===== src/rtl/core/dnle_pkg.sv =====
`default_nettype none
package dnle_pkg;

	localparam int MAX_LABEL_DEF = 63;
	localparam int MAX_NAME_DEF  = 255;

	localparam logic [7:0] SEP_CHAR = 8'h2E;
	localparam logic [7:0] END_CHAR = 8'h00;

	typedef enum logic [1:0] {
		ERR_NONE  = 2'd0,
		ERR_NAME  = 2'd1,
		ERR_LABEL = 2'd2
	} err_t;

	typedef enum logic [1:0] {
		ST_IDLE,
		ST_LEN,
		ST_DATA,
		ST_ERR
	} state_t;

endpackage
`default_nettype wire


===== src/rtl/core/dnle_ram.sv =====
`default_nettype none
module dnle_ram #(
	parameter int WIDTH = 8,
	parameter int DEPTH = 63,
	parameter int AW    = (DEPTH > 1) ? $clog2(DEPTH) : 1
) (
	input  wire logic             clk,
	input  wire logic             we,
	input  wire logic [AW-1:0]    waddr,
	input  wire logic [WIDTH-1:0] wdata,
	input  wire logic             re,
	input  wire logic [AW-1:0]    raddr,
	output logic      [WIDTH-1:0] rdata
);

	logic [WIDTH-1:0] mem [DEPTH];

	always_ff @(posedge clk) begin
		if (we) begin
			mem[waddr] <= wdata;
		end
		if (re) begin
			rdata <= mem[raddr];
		end
	end

endmodule
`default_nettype wire


===== src/rtl/core/dns_name_label_encoder.sv =====
// DNS name encoder, uncompressed wire format.
// Input channel (in_valid / in_stall / ch): one name character per transfer,
// 0x2E separates labels, 0x00 ends the name.
// Output channel (out_valid / out_stall / out_byte, root_follows, last,
// error_code): one wire byte per transfer. A dot or the end character yields
// the label length byte, then the buffered label bytes. root_follows marks
// an implied root zero after the final byte; last marks the end of a name.
// An overlong label or name gives one error transfer with last set; input is
// then dropped up to the end character.
// Throughput: a plain character is one write into the label RAM. A dot or end
// character gives its own transfer, the length byte, then the label bytes, one
// per cycle while out_stall is low, set by the single read port of the label
// RAM. A dot/end transfer moves the FSM to ST_LEN, which loads the length byte
// into the output register.
// in_stall is high while a label is being read out or an error is pending.
// When out_stall is high the output register holds and the read-out pauses.
// Reset clears all counters and the output valid flag; the label RAM is not
// cleared, only entries written in the current label are read.
`default_nettype none
module dns_name_label_encoder #(
	parameter int MAX_LABEL = dnle_pkg::MAX_LABEL_DEF,
	parameter int MAX_NAME  = dnle_pkg::MAX_NAME_DEF
) (
	input  wire logic       clk,
	input  wire logic       arst_n,
	input  wire logic       in_valid,
	output logic            in_stall,
	input  wire logic [7:0] ch,
	output logic            out_valid,
	input  wire logic       out_stall,
	output logic [7:0]      out_byte,
	output logic            root_follows,
	output logic            last,
	output logic [1:0]      error_code
);

	localparam int LCW = $clog2(MAX_LABEL + 1);
	localparam int NCW = $clog2(MAX_NAME + 1);
	localparam int AW  = (MAX_LABEL > 1) ? $clog2(MAX_LABEL) : 1;

	dnle_pkg::state_t state_q, state_d;
	logic [LCW-1:0] lcnt_q, lcnt_d;
	logic [LCW-1:0] idx_q, idx_d;
	logic [NCW-1:0] ncnt_q, ncnt_d;
	logic           err_hold_q, err_hold_d;
	logic           final_q, final_d;
	dnle_pkg::err_t ecode_q, ecode_d;

	logic           ov_q;
	logic [7:0]     obyte_q;
	logic           oroot_q;
	logic           olast_q;
	logic [1:0]     oerr_q;

	logic           free;
	logic           ld;
	logic [7:0]     ld_byte;
	logic           ld_root;
	logic           ld_last;
	logic [1:0]     ld_err;

	logic           ram_we;
	logic           ram_re;
	logic [AW-1:0]  ram_raddr;
	logic [7:0]     ram_rdata;

	logic           lbl_end;
	logic [LCW-1:0] idx_nxt;

	// write and read phases never overlap (in_stall during read-out)
	dnle_ram #(
		.WIDTH(8),
		.DEPTH(MAX_LABEL),
		.AW   (AW)
	) u_label_ram (
		.clk  (clk),
		.we   (ram_we),
		.waddr(AW'(lcnt_q)),
		.wdata(ch),
		.re   (ram_re),
		.raddr(ram_raddr),
		.rdata(ram_rdata)
	);

	assign free     = !ov_q || !out_stall;
	assign in_stall = (state_q != dnle_pkg::ST_IDLE);
	assign idx_nxt  = idx_q + LCW'(1);
	assign lbl_end  = ({1'b0, idx_q} + (LCW+1)'(1)) == {1'b0, lcnt_q};

	always_comb begin
		state_d    = state_q;
		lcnt_d     = lcnt_q;
		idx_d      = idx_q;
		ncnt_d     = ncnt_q;
		err_hold_d = err_hold_q;
		final_d    = final_q;
		ecode_d    = ecode_q;
		ld         = 1'b0;
		ld_byte    = 8'h00;
		ld_root    = 1'b0;
		ld_last    = 1'b0;
		ld_err     = dnle_pkg::ERR_NONE;
		ram_we     = 1'b0;
		ram_re     = 1'b0;
		ram_raddr  = '0;

		case (state_q)
			dnle_pkg::ST_IDLE: begin
				if (in_valid) begin
					if (ch == dnle_pkg::END_CHAR) begin
						ncnt_d = '0;
						if (err_hold_q) begin
							lcnt_d     = '0;
							err_hold_d = 1'b0;
						end else begin
							final_d = 1'b1;
							state_d = dnle_pkg::ST_LEN;
						end
					end else if (err_hold_q) begin
						// dropped until the end character
					end else if (ncnt_q >= NCW'(MAX_NAME)) begin
						err_hold_d = 1'b1;
						ecode_d    = dnle_pkg::ERR_NAME;
						state_d    = dnle_pkg::ST_ERR;
					end else if (ch == dnle_pkg::SEP_CHAR) begin
						ncnt_d  = ncnt_q + NCW'(1);
						final_d = 1'b0;
						state_d = dnle_pkg::ST_LEN;
					end else if (lcnt_q >= LCW'(MAX_LABEL)) begin
						err_hold_d = 1'b1;
						ecode_d    = dnle_pkg::ERR_LABEL;
						state_d    = dnle_pkg::ST_ERR;
					end else begin
						ram_we = 1'b1;
						lcnt_d = lcnt_q + LCW'(1);
						ncnt_d = ncnt_q + NCW'(1);
					end
				end
			end
			dnle_pkg::ST_LEN: begin
				if (free) begin
					ld      = 1'b1;
					ld_byte = 8'(lcnt_q);
					ld_last = final_q && (lcnt_q == '0);
					if (lcnt_q == '0) begin
						state_d = dnle_pkg::ST_IDLE;
					end else begin
						idx_d     = '0;
						ram_re    = 1'b1;
						ram_raddr = '0;
						state_d   = dnle_pkg::ST_DATA;
					end
				end
			end
			dnle_pkg::ST_DATA: begin
				// ram_rdata holds the byte at idx_q
				if (free) begin
					ld      = 1'b1;
					ld_byte = ram_rdata;
					ld_root = final_q && lbl_end;
					ld_last = final_q && lbl_end;
					if (lbl_end) begin
						lcnt_d  = '0;
						state_d = dnle_pkg::ST_IDLE;
					end else begin
						idx_d     = idx_nxt;
						ram_re    = 1'b1;
						ram_raddr = AW'(idx_nxt);
					end
				end
			end
			dnle_pkg::ST_ERR: begin
				if (free) begin
					ld      = 1'b1;
					ld_last = 1'b1;
					ld_err  = ecode_q;
					state_d = dnle_pkg::ST_IDLE;
				end
			end
			default: begin
				state_d = dnle_pkg::ST_IDLE;
			end
		endcase
	end

	always_ff @(posedge clk or negedge arst_n) begin
		if (!arst_n) begin
			state_q    <= dnle_pkg::ST_IDLE;
			lcnt_q     <= '0;
			idx_q      <= '0;
			ncnt_q     <= '0;
			err_hold_q <= 1'b0;
			final_q    <= 1'b0;
			ecode_q    <= dnle_pkg::ERR_NONE;
			ov_q       <= 1'b0;
		end else begin
			state_q    <= state_d;
			lcnt_q     <= lcnt_d;
			idx_q      <= idx_d;
			ncnt_q     <= ncnt_d;
			err_hold_q <= err_hold_d;
			final_q    <= final_d;
			ecode_q    <= ecode_d;
			if (free) begin
				ov_q <= ld;
			end
		end
	end

	always_ff @(posedge clk) begin
		if (ld) begin
			obyte_q <= ld_byte;
			oroot_q <= ld_root;
			olast_q <= ld_last;
			oerr_q  <= ld_err;
		end
	end

	assign out_valid    = ov_q;
	assign out_byte     = obyte_q;
	assign root_follows = oroot_q;
	assign last         = olast_q;
	assign error_code   = oerr_q;

endmodule
`default_nettype wire


===== config.mk =====
export PLATFORM = sky130hd
export DESIGN_NAME = dns_name_label_encoder
export DESIGN_NICKNAME = d
export VERILOG_FILES = /design/src/rtl/core/dnle_pkg.sv /design/src/rtl/core/dnle_ram.sv /design/src/rtl/core/dns_name_label_encoder.sv
export SDC_FILE = /design/constraint.sdc
export NUM_CORES = 1
export LEC_CHECK = 0
export BUFFER_PORTS_ARGS = -buffer_cell sky130_fd_sc_hd__clkbuf_2
export CORE_ASPECT_RATIO = 1.75
export CORE_UTILIZATION = 45
export CTS_BUF_LIST = sky130_fd_sc_hd__clkbuf_8
export CTS_CLUSTER_SIZE = 40
export DETAILED_ROUTE_END_ITERATION = 10
export PLACE_DENSITY_LB_ADDON = 0.2
export RECOVER_POWER = 25
export SKIP_CTS_REPAIR_TIMING = 1
export SLEW_MARGIN = 20
export SYNTH_ARGS = -nofsm -noshare
export SYNTH_HDL_FRONTEND = slang
export SYNTH_HIERARCHICAL = 1
export SYNTH_SLANG_ARGS = --single-unit

===== constraint.sdc =====
create_clock -name clk -period 4.6 [get_ports clk]
set_clock_uncertainty 0.2 [all_clocks]
set_input_delay 0.69 -clock clk [delete_from_list [all_inputs] [get_ports clk]]
set_output_delay 0.69 -clock clk [all_outputs]
set_load 0.03 [all_outputs]

=== After elaboration in Yosys (flattened, before gate mapping) ===
Memory sizes are Yosys's and may differ from the RTL's. A register that Yosys moved wholly into a read port is not among the register bits.
Cells that the tools add are included.

* Register bits: 39
* RAM bits: 504
* Output and inout bits: 14
* Memories: 1

* $add $sub $neg: 4
* Order comparisons: 2
* Equality and inequality tests: 23
* Mux-type cells: 71
* Bitwise gates (word level): 2
* Reductions and logical operators: 22

{| class="wikitable"
|+ Memories
! name !! words !! bits a word !! rd ports !! clocked after memory_dff !! write ports !! line !! RTL
|-
| u_label_ram.mem || 63 || 8 || 1 || 1 || 1 || dnle_ram.sv:16 || <nowiki>logic [WIDTH-1:0] mem [DEPTH];</nowiki>
|}

{| class="wikitable"
|+ Operator list
! kind !! number
|-
| $mux W6 || 17
|-
| $mux W8 || 6
|-
| $mux W2 || 15
|-
| $mux W1 || 27
|-
| $pmux W6 S2 || 2
|-
| $ne A2 B2 Y1 const B || 10
|-
| $ne A3 B3 Y1 const B || 6
|-
| $pmux W8 S2 || 1
|-
| $reduce_and A5 Y1 || 3
|-
| $add A6 B1 Y6 const B || 2
|-
| $reduce_bool A2 Y1 || 5
|-
| $reduce_and A9 Y1 || 1
|-
| $add A8 B1 Y8 const B || 1
|-
| $eq A8 B6 Y1 const B || 1
|-
| $ge A8 B8 Y1 const B || 1
|-
| $logic_not A8 Y1 || 1
|-
| $pmux W2 S4 || 1
|-
| $add A6 B1 Y7 const B || 1
|-
| $eq A7 B6 Y1 || 1
|-
| $reduce_and A7 Y1 || 1
|-
| $ge A6 B6 Y1 const B || 1
|-
| $logic_not A6 Y1 || 1
|-
| $reduce_and A6 Y1 || 1
|-
| $ne A5 B5 Y1 const B || 1
|-
| 12 further kinds || 17
|}

=== Logic depth before layout (Yosys ltp) ===
Gate-level depths: netlist of the first run.

* Word-level depth: 10
* Mapped depth: 16

=== Hierarchy ===
The synthesis of the first run kept the hierarchy.

{| class="wikitable"
|+ Modules (own cells, without submodules)
! module !! times used !! cells each !! area an instance (um^2)
|-
| dnle_ram || 1 || 951 || 19,924.1
|-
| dns_name_label_encoder || 1 || 245 || 2,364.8
|}

=== Least setup slack after synthesis of the first run ===
No wires, ideal clock.

* Path type: register to register
* Start point: register idx_q[0]
* End point: register u_label_ram.rdata[4], read port of u_label_ram.mem (data pin)
* Setup time: 0.259 ns
* Data arrival time: 3.408 ns
* Data required time: 4.141 ns
* Slack: 0.733 ns
* Cell stages (with the launch flop): 14
* Period minus slack after synthesis: 3.867 ns
* Cell sequence: dfrtp_1 > ha_1 > and3_4 > a211oi_1 > a2111oi_4 > o21ai_1 > nand3_1 > nor2_1 > buf_2 > buf_1 > mux4_2 > a221oi_1 > nand2_1 > a211o_1

* Longest elaborated chain between the ends: 5
* Elaborated cells on any way between the ends: 9
* Those cells by class: 2 x add/sub; 1 x eq/ne; 6 x mux

{| class="wikitable"
|+ Ends and longest elaborated chain
! element !! line !! RTL
|-
| from (decl) || dns_name_label_encoder.sv:43 || <nowiki>logic [LCW-1:0] idx_q, idx_d;</nowiki>
|-
| from (signal assigned) || dns_name_label_encoder.sv:199 || <nowiki>idx_q <= idx_d;</nowiki>
|-
| $add A6 B1 Y7 || dns_name_label_encoder.sv:88 || <nowiki>assign lbl_end = ({1'b0, idx_q} + (LCW+1)'(1)) == {1'b0, lcnt_q};</nowiki>
|-
| $eq A7 B6 Y1 || dns_name_label_encoder.sv:88 ||
|-
| $mux W6 * || dns_name_label_encoder.sv:162 || <nowiki>if (lbl_end) begin</nowiki>
|-
| $mux W6 * || dns_name_label_encoder.sv:157 || <nowiki>if (free) begin</nowiki>
|-
| $mux W6 * || - ||
|-
| via ram_raddr[1] || dns_name_label_encoder.sv:64 || <nowiki>logic [AW-1:0] ram_raddr;</nowiki>
|-
| to (decl) || dnle_ram.sv:13 || <nowiki>output logic [WIDTH-1:0] rdata</nowiki>
|}

The timed path passes the listed nets; every way through them passes the cells marked *.
A chain may end at the register's enable or synchronous reset.

=== Final worst setup path of the first run ===
Ends and elaborated chain as after synthesis.

==> results of run 1 <==
-- routing by layer --
layer / up-vias / track usage, % / routed length [um]
met5: - / 0 / 13
li1: 5136 / - / -
met3: 117 / 3.45 / 2620
met1: 6159 / 25.9 / 20200
met4: 2 / 11.9 / 2380
met2: 406 / 39.8 / 29100
-- worst max-delay path, delay by kind of cell, from the launching register on --
family	cells	cell delay, ns
XOR/XNOR	1	0.25
flip-flops	1	0.38
AND/OR/NAND/NOR	4	0.81
multiplexers	1	0.29
AO/OA/AOI/OAI	5	1.68
buffers and inverters	2	0.43
-- logic make-up after synthesis --
group / synth area share [%]
XOR/XNOR: 0.387
adder cells (fa/ha/maj): 0.449
AND/OR/NAND/NOR: 5.38
multiplexers: 12.9
AO/OA/AOI/OAI: 5.13
buffers and inverters: 2.08
flip-flops: 73.6
-- cells in the final DEF (no fill, tap or decap), types with 20 or more instances in the layout --
cell type,count
o21ai_0,23
inv_1,35
clkbuf_8,87
a22oi_1,36
nor2_1,86
a21oi_1,20
edfxtp_1,524
mux2i_1,28
mux4_2,100
buf_4,68
nand2_1,40
dfrtp_1,27
nand3_1,26
-- registers in the layout, summed over array words and instances (netlist names) --
name / count
root_follows: 1
idx_q: 6
err_hold_q: 1
ncnt_q: 8
error_code: 2
final_q: 1
u_label_ram/rdata: 8
last: 1
u_label_ram/mem: 504
ecode_q: 2
state_q: 2
out_valid: 1
out_byte: 8
lcnt_q: 6
-- through the flow --
step	hold slack [ns]	worst slack, ns	power (W)
floorplan	0.194	0.733	0.00776
global placement	0.281	0.0961	0.00864
detailed placement	0.295	0.138	0.00866
CTS	-0.120	0.160	0.0127
global route	0.0556	0.0165	0.0130
finish	0.0599	0.281	0.0125
-- worst max path at each step --
stage                               from                                to  slack, ns  depth (start not counted)
global placement                   ch[1]  u_label_ram/mem[48][2]$_DFFE_PP_        0.1                          9
CTS                 idx_q[1]$_DFFE_PN0P_    u_label_ram/rdata[7]$_DFFE_PP_       0.16                         13
detailed placement  idx_q[1]$_DFFE_PN0P_    u_label_ram/rdata[7]$_DFFE_PP_       0.14                         13
finish              idx_q[0]$_DFFE_PN0P_    u_label_ram/rdata[4]$_DFFE_PP_       0.28                         13
floorplan           idx_q[0]$_DFFE_PN0P_    u_label_ram/rdata[4]$_DFFE_PP_       0.73                         13
global route        idx_q[0]$_DFFE_PN0P_    u_label_ram/rdata[6]$_DFFE_PP_       0.02                         13
-- layout make-up --
cell class / instances / area share [%]
flip-flops and latches: 551 / 65.3
multi-input cells: 564 / 21.7
clock buffers: 87 / 4.76
well taps: 654 / 3.25
repair buffers: 107 / 3.04
clock inverters: 54 / 1.74
inverters: 16 / 0.239
diodes: 1 / 0.00995
-- report_power, final --
group	total, W	internal [W]	switching, W
Clock	0.00401	0.00215	0.00186
Sequential	0.00582	0.00570	0.000120
Combinational	0.00272	0.00108	0.00165
Total	0.0125	0.00892	0.00363
==> reports/metrics.cfg, run 1 <==
[pwr]
power_density_nw_per_um2=499
peakVddDrop_mv=0.242
p_leak_nw=7.97

[sta]
drv_slew=391
tightest_slew_ns=3.17
min_period_ns=4.32
setup_viol=0
relSlewSlack_pct=-112
fmax_ghz=0.232
setup_tns_ns=0
rsz0062_at_grt=false
hold_viol=0
finalCritPeriodShare_pct=93.9

[route]
ant_nets=0
firstDrtPassIters=5
drc=0
wire_per_inst_um=26.7
initialDrtViolationCount=1019
vias=11800
post_drt_via_cell_ratio=5.81
routed_wl_um=54300

[clocking]
cts_max_path_buffers=3
h-tree-depth=3
clk_latency_ns=0.66
cts_tree=done
numCtsBuffers=78
clock-sinks=551
clk_pin_slew_ns=0.06
root_buffer=clkbuf_8

[critical_path]
r2r_slack_ns=0.28
regToRegStartpoint=idx_q[0]$_DFFE_PN0P_
end_kind=register
cp_data_arrival_time_ns=4.50
cp_max_fo=23
critical_path.max_stage_delay_ns=0.61
critical_path_class=reg2reg
critPathLaunchType=register
timing.rr.end=u_label_ram/rdata[4]$_DFFE_PP_
reg2regPathDepth=13
crit_chain=buf_4 -> and3_1 -> xnor2_1 -> a211oi_1 -> o21ai_1 -> nand3_2 -> o21ba_4 -> buf_4 -> mux4_2 -> nor2b_1 -> a211oi_1 -> nor3_1 -> a211o_1
cp_data_required_time_ns=4.78
crit_path_top_delay_cell=o21ba_4

[yosys]
synth_edf_count=524
ys_ff_latch=551
ys_types=71
synth_common_cells=edfxtp_1, mux4_2, nor2_1, nand2_1, a22oi_1
synthArstFlopShare_pct=4.90
synth-main-ff-cell=edfxtp_1
yosysMostFrequentCell=edfxtp_1
ys_top_cells_by_area=edfxtp_1, mux4_2, dfrtp_1
netlist_area_um2=22300
synth_area_per_cell_um2=18.6
yosysSeqAreaShare_pct=73.6
synth_largest_area_cell=edfxtp_1
synth_top_area_share_pct=70.6
netlist_instances=1196
syn-num-nets=1216
yosysWarnings=6

[final_layout]
area_delta_synth_final_pct=12.8
drive_gt1_share_pct=23.5
multiInputGateArea_um2=5460
register_area_um2=16400
post-route-util_pct=51.6
num-nets-final=1338
fill_cells=4036
fin_cells=2034
post-route-cell-area_um2=25100

[placed_design]
place_area_um2=23500
dp_hpwl_um=36200
dpl.cell_count=1891
io_buffers=25
gp_congestion=0.876

[min_path]
hold_class=in2reg
holdCritStartpoint=in_valid
min_path_cells=2
holdPathEnd=ncnt_q[7]$_DFFE_PN0P_

[status]
violations=capacitance limit, slew limit
outcome=complete, but fails checks

[die]
fp.dieW_um=170
initial_core_util_pct=45.7
dieHeight_um=296
rows=107
coreArea_um2=48700
die-area_um2=50500
num_io_pins=26

[grt]
grt_pass1_vias=12100
antenna_found_initial=2
grt_max_degree=64
overflow=0
grt_pass1_wl_um=79900
grt_usage_pct=22.4

[job]
maxCapViolCount=7

Note: power is estimated with default switching activity, not from simulation.
==> inputs of run 2 (changes only) <==
--- a/config.mk
+++ b/config.mk
@@ -17,5 +17,4 @@
 export SLEW_MARGIN = 20
 export SYNTH_ARGS = -nofsm -noshare
 export SYNTH_HDL_FRONTEND = slang
-export SYNTH_HIERARCHICAL = 1
 export SYNTH_SLANG_ARGS = --single-unit
==> run 2 against run 1 <==
Net effect:
- worst hold slack better by 0.13 ns
- sequential cell count unchanged
- the run still ends with capacitance limit, slew limit left
- final area down 0.96%
- non-clock buffer count down 21
- count of clock-buffer cells in the layout down 7
- synthesized cell count up 28%
- register-to-register slack worse by 0.04 ns
- combinational power up 32%
- clock power down 12%
==> reports/metrics.cfg, run 2 <==
[clocking]
cts_tree=done
root_buffer=clkbuf_8
clk_pin_slew_ns=0.07
h-tree-depth=3
clock-sinks=551
clk_latency_ns=0.64
numCtsBuffers=77
cts_max_path_buffers=3

[yosys]
ys_top_cells_by_area=edfxtp_1, mux2i_1, dfrtp_1
synth_area_per_cell_um2=14.7
synth_top_area_share_pct=70.1
yosysWarnings=0
synth_edf_count=524
synthArstFlopShare_pct=4.90
netlist_instances=1525
synth_largest_area_cell=edfxtp_1
syn-num-nets=1545
yosysMostFrequentCell=edfxtp_1
ys_types=70
yosysSeqAreaShare_pct=73.1
synth_common_cells=edfxtp_1, nor2_1, nand2_1, mux2i_1, a21oi_1
ys_ff_latch=551
netlist_area_um2=22400
synth-main-ff-cell=edfxtp_1

[critical_path]
setup.worst_path.start=idx_q[0]$_DFFE_PN0P_
critical_path.max_stage_delay_ns=0.77
cp_data_required_time_ns=4.78
timing.critical_path.buf_inv=2
end_kind=register
critPathLaunchType=register
critical_path_class=reg2reg
cp_max_fo=34
crit_path_top_delay_cell=a21oi_1
path_depth=9
endpoint=u_label_ram.rdata[7]$_DFFE_PP_
r2r_slack_ns=0.24
regToRegStartpoint=idx_q[0]$_DFFE_PN0P_
timing.rr.end=u_label_ram.rdata[7]$_DFFE_PP_
crit_chain=ha_2 -> buf_4 -> buf_4 -> nand2b_1 -> o211ai_1 -> a21oi_1 -> a32oi_1 -> a21oi_1 -> nor4_1
cp_data_arrival_time_ns=4.54
path_delay_family=compound AO/OA/AOI/OAI gates
reg2regPathDepth=9

[route]
post_drt_via_cell_ratio=6.12
firstDrtPassIters=5
vias=14200
ant_nets=0
routed_wl_um=68900
initialDrtViolationCount=1353
drc=0
wire_per_inst_um=29.6

[pwr]
power.share.clock_pct=27.2
power_density_nw_per_um2=520
p_sw_share_pct=35.1
finalPower_w=0.0130
combPwrFrac_pct=27.8
pwr-share-seq_pct=45.0
peakVddDrop_mv=0.237
internal-power_w=0.00841
p_leak_nw=8.19
switching_power_w=0.00455

[final_layout]
area_delta_synth_final_pct=11.0
drive_gt1_share_pct=12.5
largest_reg_flops=504
final_common_cell=edfxtp_1
fin_cells=2323
layout_common_cells=edfxtp_1, nor2_1, nand2_1, mux2i_1, clkbuf_8
num-nets-final=1626
top_register=u_label_ram.mem

[sta]
tightest_slew_ns=3.57
fmax_ghz=0.229
min_period_ns=4.36
holdWs_ns=0.189
setup_tns_ns=0
drv_slew=381
rsz0062_at_grt=false
hold_viol=0
setup_viol=0
finalCritPeriodShare_pct=94.8
relSlewSlack_pct=-138

[die]
dieHeight_um=297
coreArea_um2=49000
die-area_um2=50800
num_io_pins=26
fp.dieW_um=171
initial_core_util_pct=45.8
rows=107

[grt]
use_met2_pct=46.9
use_met3_pct=4.67
grt_usage_pct=27.7
antenna_found_initial=1
grt_pass1_vias=14300
overflow=0
grt_max_degree=64
met1_usage_pct=31.2
grt_pass1_wl_um=98900
busiest_layer=met2

[placed_design]
io_buffers=25
gp_congestion=0.956
dpl.cell_count=2180
dp_hpwl_um=45600

[status]
violations=capacitance limit, slew limit
outcome=complete, but fails checks

[min_path]
hold_class=in2reg

[job]
maxCapViolCount=7

[run 2: cell types whose count changed after synthesis, moves of 23 or more]
cell and change:
o22ai_1 +31, nand2_1 +77, a22oi_1 -23, a21oi_1 +30, mux2i_1 +62, nor2_1 +47
o221ai_1 +35, mux4_2 -98
[run 2: power groups by stage]
stage	clock (W)	sequential [W]	combinational (W)
2_1_floorplan	0	0.00595	0.00208
3_3_place_gp	0	0.00593	0.00356
3_5_place_dp	0	0.00593	0.00356
4_1_cts	0.00357	0.00582	0.00357
5_1_grt	0.00376	0.00585	0.00378
6_report	0.00352	0.00584	0.00360
[run 2: kinds of logic (layout without fill, tap and decap cells)]
| group | after synthesis | after routing | synth area share (%) |
|---|---|---|---|
| xor+xnor | 16 | 16 | 0.686 |
| buf+inv | 105 | 248 | 2.08 |
| other cells | 0 | 1 | 0 |
| simple gates | 408 | 408 | 8.37 |
| flops | 551 | 551 | 73.1 |
| mux | 109 | 109 | 5.07 |
| compound gates | 328 | 328 | 10.2 |
| fa+ha+maj | 8 | 8 | 0.446 |
[run 2: area by class of cell]
type	count	area [um2]
inverters	21	78.8
diodes	1	2.50
fillers	4243	24100
multi-input cells	869	5630
clock inverters	61	289
clock buffers	80	1100
flip-flops and latches	551	16400
well taps	654	818
repair buffers	86	571
[run 2: metal layers]
metal	routed length (um)	share of wire [%]	vias up
met3	4450	6.5	214
met5	0	0	-
li1	-	-	6169
met4	5520	8.0	0
met1	24100	35	7150
met2	34800	51	677
[run 2: through the flow]
step | util, % | cell area (um2) | setup WS [ns]
2_1_floorplan | - | 22400 | 1.46
3_3_place_gp | 48.0 | 23500 | 0.350
3_5_place_dp | 48.0 | 23500 | 0.363
4_1_cts | 50.9 | 24900 | 0.355
5_1_grt | 50.8 | 24900 | 0.107
6_report | 50.8 | 24900 | 0.241
[run 2: worst min-delay path: cells and delay by family]
kind	cells	cell delay, ns
and+or+nand+nor	1	0.08
buffers and inverters	1	0.14
AOI/OAI and AO/OA	1	0.08
[run 2: how the worst min path moves through the flow]
stage,cells past startpoint,slack [ns],end,startpoint
4_1_cts,1,-0.09,lcnt_q[5]$_DFFE_PN0P_,arst_n
3_3_place_gp,1,0.30,ncnt_q[0]$_DFFE_PN0P_,ncnt_q[0]$_DFFE_PN0P_
3_5_place_dp,1,0.32,ecode_q[1]$_DFFE_PN0P_,ecode_q[1]$_DFFE_PN0P_
6_report,3,0.19,err_hold_q$_DFFE_PN0P_,in_valid
2_1_floorplan,0,0.19,ecode_q[0]$_DFFE_PN0P_,arst_n
5_1_grt,3,0.19,err_hold_q$_DFFE_PN0P_,in_valid
